$ cat src/rtl/b85dec_pkg.sv
// Types, result codes and the character lookup for the Z85 text decoder.
// No dependencies; imported by base85_text_decoder.
package b85dec_pkg;

  localparam int unsigned GroupChars = 5;
  localparam int unsigned GroupBytes = 4;
  localparam int unsigned QueueDepth = 16;
  localparam int unsigned PtrW       = $clog2(QueueDepth);
  localparam int unsigned CountW     = $clog2(QueueDepth + 1);

  localparam logic [31:0] Radix = 32'd85;

  localparam logic [1:0] STATUS_DATA      = 2'd0;
  localparam logic [1:0] STATUS_BAD_CHAR  = 2'd1;
  localparam logic [1:0] STATUS_TRUNCATED = 2'd2;

  typedef struct packed {
    logic [7:0] data_byte;
    logic [1:0] status;
    logic       run_last;
  } result_t;

  typedef struct packed {
    logic       ok;
    logic [6:0] digit;
  } symbol_t;

  // Maps one character to its Z85 digit; ok is low outside the alphabet.
  function automatic symbol_t z85_symbol(input logic [7:0] ch);
    symbol_t    s;
    logic [7:0] d;
    s = '{ok: 1'b1, digit: 7'd0};
    d = 8'd0;
    if (ch >= 8'h30 && ch <= 8'h39) begin
      d = ch - 8'd48;
      s.digit = d[6:0];
    end else if (ch >= 8'h61 && ch <= 8'h7a) begin
      d = ch - 8'd87;
      s.digit = d[6:0];
    end else if (ch >= 8'h41 && ch <= 8'h5a) begin
      d = ch - 8'd29;
      s.digit = d[6:0];
    end else begin
      unique case (ch)
        8'h2e: s.digit = 7'd62;  // .
        8'h2d: s.digit = 7'd63;  // -
        8'h3a: s.digit = 7'd64;  // :
        8'h2b: s.digit = 7'd65;  // +
        8'h3d: s.digit = 7'd66;  // =
        8'h5e: s.digit = 7'd67;  // ^
        8'h21: s.digit = 7'd68;  // !
        8'h2f: s.digit = 7'd69;  // /
        8'h2a: s.digit = 7'd70;  // *
        8'h3f: s.digit = 7'd71;  // ?
        8'h26: s.digit = 7'd72;  // &
        8'h3c: s.digit = 7'd73;  // <
        8'h3e: s.digit = 7'd74;  // >
        8'h28: s.digit = 7'd75;  // (
        8'h29: s.digit = 7'd76;  // )
        8'h5b: s.digit = 7'd77;  // [
        8'h5d: s.digit = 7'd78;  // ]
        8'h7b: s.digit = 7'd79;  // {
        8'h7d: s.digit = 7'd80;  // }
        8'h40: s.digit = 7'd81;  // @
        8'h25: s.digit = 7'd82;  // %
        8'h24: s.digit = 7'd83;  // $
        8'h23: s.digit = 7'd84;  // #
        default: s.ok = 1'b0;
      endcase
    end
    return s;
  endfunction

endpackage

$ cat src/rtl/base85_text_decoder.sv
// Z85 text decoder: one character word in, decoded byte or error words out.
// Depends on b85dec_pkg for the result type, status codes and lookup.
//
//   channel | direction | word
//   in_     | input     | character, message_last
//   out_    | output    | data_byte, status, run_last
//
// A character word is registered, decoded in the next cycle and its results
// (none, one error word, or four bytes) land in a 16-entry result queue. The queue head
// drives the out_ ports, so a word can leave in the cycle after it is queued.
// One character is taken per cycle while the queue has room for the words of
// the character in flight and the next one; five characters make four bytes.
// Reset (rst_n low, synchronous) empties the queue and clears the group state.
module base85_text_decoder (
  input  logic       clk,
  input  logic       rst_n,
  input  logic       in_valid,
  output logic       in_ready,
  input  logic [7:0] in_character,
  input  logic       in_message_last,
  output logic       out_valid,
  input  logic       out_ready,
  output logic [7:0] out_data_byte,
  output logic [1:0] out_status,
  output logic       out_run_last
);
  import b85dec_pkg::*;

  // Input register.
  logic       s1_valid_r;
  logic [7:0] s1_char_r;
  logic       s1_last_r;

  // Group state.
  logic [31:0] acc_r, acc_nxt;
  logic [2:0]  cnt_r, cnt_nxt;
  logic        err_r, err_nxt;

  // Result queue.
  result_t           queue_r [QueueDepth];
  logic [PtrW-1:0]   wr_ptr_r, rd_ptr_r;
  logic [CountW-1:0] count_r, count_nxt;

  result_t    push_word [GroupBytes];
  logic [2:0] push_cnt;
  logic       pop;

  symbol_t     sym;
  logic [31:0] acc_step;

  assign sym      = z85_symbol(s1_char_r);
  assign acc_step = acc_r * Radix + {25'd0, sym.digit};

  always_comb begin
    acc_nxt  = acc_r;
    cnt_nxt  = cnt_r;
    err_nxt  = err_r;
    push_cnt = 3'd0;
    for (int i = 0; i < GroupBytes; i++) begin
      push_word[i] = '{data_byte: 8'd0, status: STATUS_DATA, run_last: 1'b0};
    end
    if (s1_valid_r) begin
      priority if (err_r) begin
        // The rest of a bad message is dropped until its last character.
        if (s1_last_r) begin
          err_nxt = 1'b0;
        end
      end else if (!sym.ok) begin
        push_cnt     = 3'd1;
        push_word[0] = '{data_byte: 8'd0, status: STATUS_BAD_CHAR, run_last: 1'b1};
        acc_nxt      = 32'd0;
        cnt_nxt      = 3'd0;
        err_nxt      = !s1_last_r;
      end else if (cnt_r == 3'(GroupChars - 1)) begin
        push_cnt = 3'(GroupBytes);
        for (int i = 0; i < GroupBytes; i++) begin
          push_word[i].data_byte = acc_step[8*(GroupBytes-1-i) +: 8];
          push_word[i].run_last  = (i == GroupBytes - 1);
        end
        acc_nxt = 32'd0;
        cnt_nxt = 3'd0;
      end else if (s1_last_r) begin
        push_cnt     = 3'd1;
        push_word[0] = '{data_byte: 8'd0, status: STATUS_TRUNCATED, run_last: 1'b1};
        acc_nxt      = 32'd0;
        cnt_nxt      = 3'd0;
      end else begin
        acc_nxt = acc_step;
        cnt_nxt = cnt_r + 3'd1;
      end
    end
  end

  assign out_valid     = (count_r != '0);
  assign pop           = out_valid && out_ready;
  assign out_data_byte = queue_r[rd_ptr_r].data_byte;
  assign out_status    = queue_r[rd_ptr_r].status;
  assign out_run_last  = queue_r[rd_ptr_r].run_last;

  // The item in the input register always drains, so there must be room for
  // its words and for those of the item taken now.
  assign in_ready = ((s1_valid_r ? count_r + CountW'(GroupBytes) : count_r)
                     <= CountW'(QueueDepth - GroupBytes));

  assign count_nxt = count_r + CountW'(push_cnt) - CountW'(pop);

  always_ff @(posedge clk) begin
    if (!rst_n) begin
      s1_valid_r <= 1'b0;
      acc_r      <= 32'd0;
      cnt_r      <= 3'd0;
      err_r      <= 1'b0;
      wr_ptr_r   <= '0;
      rd_ptr_r   <= '0;
      count_r    <= '0;
    end else begin
      s1_valid_r <= in_valid && in_ready;
      acc_r      <= acc_nxt;
      cnt_r      <= cnt_nxt;
      err_r      <= err_nxt;
      wr_ptr_r   <= wr_ptr_r + PtrW'(push_cnt);
      if (pop) begin
        rd_ptr_r <= rd_ptr_r + PtrW'(1);
      end
      count_r <= count_nxt;
    end
  end

  always_ff @(posedge clk) begin
    if (in_valid && in_ready) begin
      s1_char_r <= in_character;
      s1_last_r <= in_message_last;
    end
    for (int i = 0; i < GroupBytes; i++) begin
      if (3'(i) < push_cnt) begin
        queue_r[wr_ptr_r + PtrW'(i)] <= push_word[i];
      end
    end
  end

endmodule

$ cat config.mk
export PLATFORM = sky130hd
export DESIGN_NAME = base85_text_decoder
export DESIGN_NICKNAME = d
export VERILOG_FILES = /design/src/rtl/b85dec_pkg.sv /design/src/rtl/base85_text_decoder.sv
export SDC_FILE = /design/constraint.sdc
export NUM_CORES = 1
export LEC_CHECK = 0
export CORE_AREA = 2 2 206 208
export DETAILED_ROUTE_END_ITERATION = 12
export DIE_AREA = 0 0 208 210
export DONT_BUFFER_PORTS = 1
export SLEW_MARGIN = 20
export SYNTH_ARGS = -nofsm -noshare
export SYNTH_HDL_FRONTEND = slang
export SYNTH_SLANG_ARGS = --single-unit
$ cat constraint.sdc
create_clock -name clk -period 8.5 [get_ports clk]
set_clock_uncertainty 0.05 [all_clocks]
set_input_delay 0.425 -clock clk [delete_from_list [all_inputs] [get_ports clk]]
set_output_delay 0.425 -clock clk [all_outputs]
set_load 0.1 [all_outputs]
==> impl_metrics.env, run 1 <==
export IMPL_worstMarginPinSlew_ps=1242
export IMPL_finalMaxSlewViolations=0
export IMPL_rr_worst_depth=23
export IMPL_vdd_drop_max_v=0.0002623
export IMPL_yosysTopAreaCell="edfxtp_1"
export IMPL_synth_most_common_cell="inv_1"
export IMPL_crit_type="reg2reg"
export IMPL_final_hold_viol_count=0
export IMPL_finalCritPeriodShare=0.9110
export IMPL_synth_top_cell_area_share=0.2491
export IMPL_finalWirelength_mm=70.17
export IMPL_cts_buffer_depth=3
export IMPL_fin_setup_tns_ps=0
export IMPL_rsz0062_at_grt="no"
export IMPL_setup_worst_path_end_class="flip-flop"
export IMPL_rows=75
export IMPL_ys_warn_count=0
export IMPL_ys_async_sr_fraction=0
export IMPL_leakagePower_nw=8.081
export IMPL_grt_overflow_total=0
export IMPL_cts_tree="yes"
export IMPL_required_ps=8790
export IMPL_grt_max_degree=53
export IMPL_worstPathArrival_ps=8040
export IMPL_dieArea_um2=43680
export IMPL_numCtsBuffers=29
export IMPL_fin_nets=2097
export IMPL_hold_class="in2reg"
export IMPL_root_buffer="clkbuf_16"
export IMPL_gp_congestion=1.031
export IMPL_ant_nets=0
export IMPL_max_freq_mhz=129.1
export IMPL_vias=16800
export IMPL_drive_gt1_frac=0.1153
export IMPL_clk_latency_ps=600
export IMPL_design_area_um2=20400
export IMPL_clkSinkCount=239
export IMPL_relSlewSlack=0.1692
export IMPL_run_status="completed"
export IMPL_finalPower_mw=4.153
export IMPL_crit_path_start_kind="flip-flop"
export IMPL_cts_max_level=1
export IMPL_io_buffers=0
export IMPL_whs_path_depth=3
export IMPL_start_util=0.4447
export IMPL_drt_initial_drc_count=2182
export IMPL_core_area_um2=41480
export IMPL_syn_nets=2104
export IMPL_grt_usage=0.3187
export IMPL_fin_crit_ps=7744
export IMPL_syn_cell_area_um2=18450
export IMPL_grt_pass1_vias=16550
export IMPL_syn_inst=1918
export IMPL_synth_seq_cells=239
export IMPL_die_w_um=208
export IMPL_io_pins=26
export IMPL_fin_util=0.4918
export IMPL_first_pass_iters=6
export IMPL_maxCapViolCount=0
export IMPL_wl_per_cell_um=28.36
export IMPL_clk_pin_slew_ps=60
export IMPL_cts_resized=0
export IMPL_area_growth_pct=10.59
export IMPL_p_per_area_nw_per_um2=203.6
export IMPL_nFillCells=3905
export IMPL_grt_pass1_wl_mm=105.4
export IMPL_dpl_cell_area_um2=19220
export IMPL_setup_viol=0
export IMPL_synth_edf_count=153
export IMPL_yosysSeqAreaShare=0.3424
export IMPL_cp_max_fo=11
export IMPL_syn_area_per_cell_um2=9.618
export IMPL_synthTopCellsByArea="edfxtp_1 (25%), dfxtp_1 (9.3%), ha_1 (7.9%), mux4_2 (6.7%), a221oi_1 (6.3%)"
export IMPL_drc=0
export IMPL_antenna_found_initial=3
export IMPL_post_dp_hpwl_mm=50.06
export IMPL_ys_types=81
export IMPL_die_h_um=210
export IMPL_ys_flop_type="edfxtp_1"
export IMPL_post_drt_via_cell_ratio=6.789
export IMPL_yosys_top_cells_count="inv_1 (181), edfxtp_1 (153), nor2_1 (148)"
## flip-flops by register name (all words and copies together), names as in the netlist, 3 cells and up, named ones only
| register | cells |
|---|---|
| acc_r | 32 |
| cnt_r | 3 |
| count_r | 5 |
| queue_r | 176 |
| rd_ptr_r | 4 |
| s1_char_r | 8 |
| wr_ptr_r | 4 |
## metal layers
layer  up-vias  wire length, um  global-route usage
li1       7217                -                   -
met1      8128            26690              0.4043
met2      1176            30510              0.4861
met3       271             8450             0.09893
met4         4             4486              0.1749
met5         -               30                   0
## layout make-up
class / instances / area, um2 / share of cell area
clock buffers: 32 / 747.0 / 0.03662
well taps: 539 / 674.4 / 0.03306
clock inverters: 22 / 297.8 / 0.01460
diodes: 1 / 2.502 / 0.0001227
flip-flops and latches: 239 / 6319 / 0.3097
repair buffers: 73 / 585.6 / 0.02870
multi-input cells: 1386 / 11090 / 0.5435
inverters: 182 / 685.7 / 0.03361
## worst paths after layout
check / slack, ps / startpoint / endpoint
setup / recovery: 760 / s1_char_r[4] / queue_r[13][8]
hold / removal: 110 / rst_n / err_r
setup reg to reg: 760 / s1_char_r[4] / queue_r[13][8]
hold reg to reg: 410 / queue_r[2][1] / queue_r[2][1]
## cell usage in the layout, fill, tap and decap left out, drive strengths merged, types with 17 or more instances in the layout
cell    Yosys  routed
dfxtp      86      86
nor2      148     148
fa         57      57
nand2     138     138
xnor2      44      44
a21oi     127     127
or3        18      18
edfxtp    153     153
inv       182     184
a22oi      34      34
xor2       17      17
nand3      51      51
nor2b      39      39
and2       30      30
o21ai      63      63
nor3       51      51
buf        32      63
a221oi    132     132
mux4       55      55
o22ai      63      63
clkbuf     79      32
ha        116     116
a22o       20      20
nand2b     17      17
## kinds of logic after synthesis
kind of cell	share of synthesized area
AO/OA/AOI/OAI	0.2089
XOR/XNOR	0.02896
adder cells (fa/ha/maj)	0.1405
buffers and inverters	0.06159
flip-flops	0.3424
multiplexers	0.06939
AND/OR/NAND/NOR	0.1482
## power breakdown
part,total (mW),internal [mW],switching (mW)
sequential,1.35,1.28,0.0718
combinational,1.43,0.424,1.01
clock,1.37,0.822,0.551
## worst max-delay path, stage by stage, from the launching register on
cell	delay, ps
edfxtp_1	490
inv_1	180
ha_1	350
or3b_2	540
a21oi_1	210
o21ai_1	130
nand3_2	240
o211ai_1	160
a21oi_1	230
ha_1	270
fa_1	510
inv_1	50
fa_1	530
inv_1	40
ha_1	400
o211ai_1	150
o211ai_1	300
a211oi_1	170
nor3_1	320
mux2_2	390
a21oi_1	790
buf_4	370
a221oi_1	150
a221oi_1	450
## per-stage QoR
stage / worst slack [ps] / std cells / hold WS (ps)
CTS: 1064 / 2473 / 101.8
floorplan: 2282 / 1918 / 375.6
global placement: 1173 / 2408 / 386.4
detailed placement: 1102 / 2408 / 396.1
finish: 756.3 / 2474 / 108.9
global route: 433.9 / 2473 / 144.5
## timing repair
action                     CTS  global route
setup buffers                0             0
hold buffers                11             0
setup endpoints to repair    0             0
hold endpoints to repair    63             0
(Power assumes the default switching activity.)
==> inputs of run 2 (changes only) <==
--- a/config.mk
+++ b/config.mk
@@ -5,10 +5,12 @@
 export SDC_FILE = /design/constraint.sdc
 export NUM_CORES = 1
 export LEC_CHECK = 0
-export CORE_AREA = 2 2 206 208
+export ABC_AREA = 1
+export CORE_AREA = 2 2 220 222
 export DETAILED_ROUTE_END_ITERATION = 12
-export DIE_AREA = 0 0 208 210
+export DIE_AREA = 0 0 222 224
 export DONT_BUFFER_PORTS = 1
+export HOLD_SLACK_MARGIN = 0.12
 export SLEW_MARGIN = 20
 export SYNTH_ARGS = -nofsm -noshare
 export SYNTH_HDL_FRONTEND = slang
==> impl_metrics.env, run 2 <==
export IMPL_run_status="completed"
export IMPL_die_w_um=222
export IMPL_synth_top_cell_area_share=0.2181
export IMPL_root_buffer="clkbuf_16"
export IMPL_synth_most_common_cell="nand2_1"
export IMPL_wl_met1_mm=33.68
export IMPL_top_layer="met4"
export IMPL_leakagePower_nw=10.74
export IMPL_cp_top_family="simple AND/OR/NAND/NOR gates"
export IMPL_post_drt_via_cell_ratio=5.852
export IMPL_io_pins=26
export IMPL_setup_worst_path_end_class="flip-flop"
export IMPL_r2r_end="queue_r[5][10]"
export IMPL_numCtsBuffers=30
export IMPL_crit_path_start_kind="flip-flop"
export IMPL_min_from="in_character[1]"
export IMPL_area_growth_pct=7.767
export IMPL_first_pass_iters=9
export IMPL_vias=21280
export IMPL_cp_slowest_cell="nor2_2"
export IMPL_cp_num_buf_inv=7
export IMPL_cp_slowest_stage_delay_ps=770
export IMPL_p_per_area_nw_per_um2=193.0
export IMPL_fin_setup_tns_ps=0
export IMPL_whs_path_depth=1
export IMPL_grt_pass1_vias=20290
export IMPL_setup_viol=0
export IMPL_crit_type="reg2reg"
export IMPL_relSlewSlack=0.1738
export IMPL_yosys_top_cells_count="nand2_1 (860), inv_1 (411), nor2_1 (326)"
export IMPL_synth_compound_gate_area_share=0.09875
export IMPL_worstPathArrival_ps=7190
export IMPL_ys_flop_type="edfxtp_1"
export IMPL_largest_reg_flops=176
export IMPL_core_area_um2=47350
export IMPL_drt_initial_drc_count=2750
export IMPL_rsz0062_at_grt="no"
export IMPL_grt_pass1_wl_mm=125.9
export IMPL_synth_fa_ha_area_frac=0.1230
export IMPL_hold_class="in2reg"
export IMPL_clkSinkCount=239
export IMPL_rr_worst_depth=27
export IMPL_grt_overflow_total=0
export IMPL_clk_latency_ps=600
export IMPL_die_h_um=224
export IMPL_cpMostUsedCell="inv_1"
export IMPL_ff2ff_setup_slack_ps=1690
export IMPL_cts_resized=0
export IMPL_grt_max_degree=74
export IMPL_gp_congestion=1.001
export IMPL_cts_max_level=1
export IMPL_cts_buffer_depth=3
export IMPL_wl_per_cell_um=23.00
export IMPL_ys_types=51
export IMPL_crit_reg2reg_launch="s1_char_r[4]"
export IMPL_antenna_found_initial=1
export IMPL_syn_area_per_cell_um2=6.917
export IMPL_start_util=0.4450
export IMPL_largest_register="queue_r"
export IMPL_rows=80
export IMPL_cts_tree="yes"
export IMPL_drc=0
export IMPL_hold_end="s1_char_r[1]"
export IMPL_ys_warn_count=0
export IMPL_post_dp_hpwl_mm=59.81
export IMPL_layout_common_cells="nand2_1 (860), inv_1 (411), nor2_1 (324)"
export IMPL_yosysSeqAreaShare=0.2998
export IMPL_finalWirelength_mm=83.67
export IMPL_io_buffers=0
export IMPL_finalCritPeriodShare=0.8016
export IMPL_final_common_cell="nand2_1"
export IMPL_vdd_drop_max_v=0.0001726
export IMPL_syn_cell_area_um2=21070
export IMPL_maxCapViolCount=0
export IMPL_synth_xor_area_frac=0.01164
export IMPL_synthSimpleGateAreaFrac=0.3381
export IMPL_fin_nets=3183
export IMPL_postCtsSetupBuffers=0
export IMPL_ys_async_sr_fraction=0
export IMPL_cp_max_fo=11
export IMPL_syn_inst=3046
export IMPL_reg_top3="queue_r: 176 flops, acc_r: 32 flops, s1_char_r: 8 flops"
export IMPL_max_freq_mhz=146.8
export IMPL_finalMaxSlewViolations=0
export IMPL_synthMuxAreaShare=0.02043
export IMPL_worstMarginPinSlew_ps=1235
export IMPL_synth_seq_cells=239
export IMPL_synthTopCellsByArea="edfxtp_1 (22%), nand2_1 (15%), dfxtp_1 (8.2%), inv_1 (7.3%), ha_1 (6.9%)"
export IMPL_final_hold_viol_count=0
export IMPL_dieArea_um2=49730
export IMPL_syn_nets=3232
export IMPL_fin_crit_ps=6814
export IMPL_synth_top_family_by_area="simple AND/OR/NAND/NOR gates"
export IMPL_grt_usage=0.3330
export IMPL_ant_nets=0
export IMPL_required_ps=8880
export IMPL_hold_buffers=12
export IMPL_yosysTopAreaCell="edfxtp_1"
export IMPL_design_area_um2=22710
export IMPL_clk_pin_slew_ps=60
export IMPL_wl_met3_mm=8.316
export IMPL_synth_edf_count=153
export IMPL_dpl_cell_area_um2=21450
export IMPL_met2_length_mm=36.43
export IMPL_drive_gt1_frac=0.05826
run 2: changes by cell type after synthesis, moves of 55 or more:
cell	before	now
a221oi_1	132	1
inv_1	181	411
mux4_2	55	0
nand2_1	132	860
nand3_1	48	247
nand4_1	13	88
nor2_1	148	326
o21ai_0	53	121
run 2: how the worst max path moves through the flow:
stage,cells after the start,slack [ps],start,end
3_5_place_dp,29,1980,s1_char_r[1],queue_r[13][9]
3_3_place_gp,27,1640,s1_char_r[4],queue_r[5][10]
6_report,27,1690,s1_char_r[4],queue_r[5][10]
2_1_floorplan,32,3440,s1_char_r[1],queue_r[15][9]
5_1_grt,28,1410,s1_char_r[4],queue_r[13][9]
4_1_cts,29,1920,s1_char_r[1],queue_r[13][9]
run 2: layout make-up:
cell class / count / area [um2]
timing repair buffer: 46 / 375.4
clock buffer: 44 / 970.9
fill: 4806 / 24640
clock inverter: 12 / 163.9
inverter: 429 / 1610
antenna: 1 / 2.502
tap: 615 / 769.5
multi-input combinational: 2251 / 12490
sequential: 239 / 6320
run 2: cells by family after synthesis:
| family | Yosys count |
|---|---|
| compound gates | 378 |
| flops | 239 |
| fa+ha+maj | 173 |
| mux | 43 |
| simple gates | 1629 |
| buf+inv | 556 |
| xor+xnor | 28 |
run 2: where the power goes:
group	leakage (nW)	internal, mW	switching (mW)
clock network	0.565	0.910	0.553
logic	8.08	0.306	1.25
registers	2.09	1.28	0.0830
run 2: routing by layer:
metal,up-vias,track usage
met5,-,0
met4,0,0.1772
met3,266,0.05889
met2,1166,0.5289
met1,10020,0.4336
li1,9834,-
run 2: worst register-to-register path, delay by kind of cell (launching register included):
family | cells | cell delay, ps
AND/OR/NAND/NOR | 12 | 2370
buffers and inverters | 7 | 930
adder cells (fa/ha/maj) | 5 | 2030
XOR/XNOR | 1 | 330
flip-flops | 1 | 490
AO/OA/AOI/OAI | 2 | 440
run 2: metrics by stage:
step | setup slack (ps) | total power, mW | hold slack [ps] | utilization | cells
after CTS | 1920 | 4.349 | 392.9 | 0.4795 | 3636
after global placement | 1643 | 2.884 | 402.3 | 0.4529 | 3568
after detailed placement | 1975 | 2.894 | 410.6 | 0.4530 | 3568
after floorplan | 3440 | 2.430 | 389.6 | - | 3046
final | 1686 | 4.383 | 412.0 | 0.4796 | 3637
after global routing | 1413 | 4.516 | 423.2 | 0.4795 | 3636
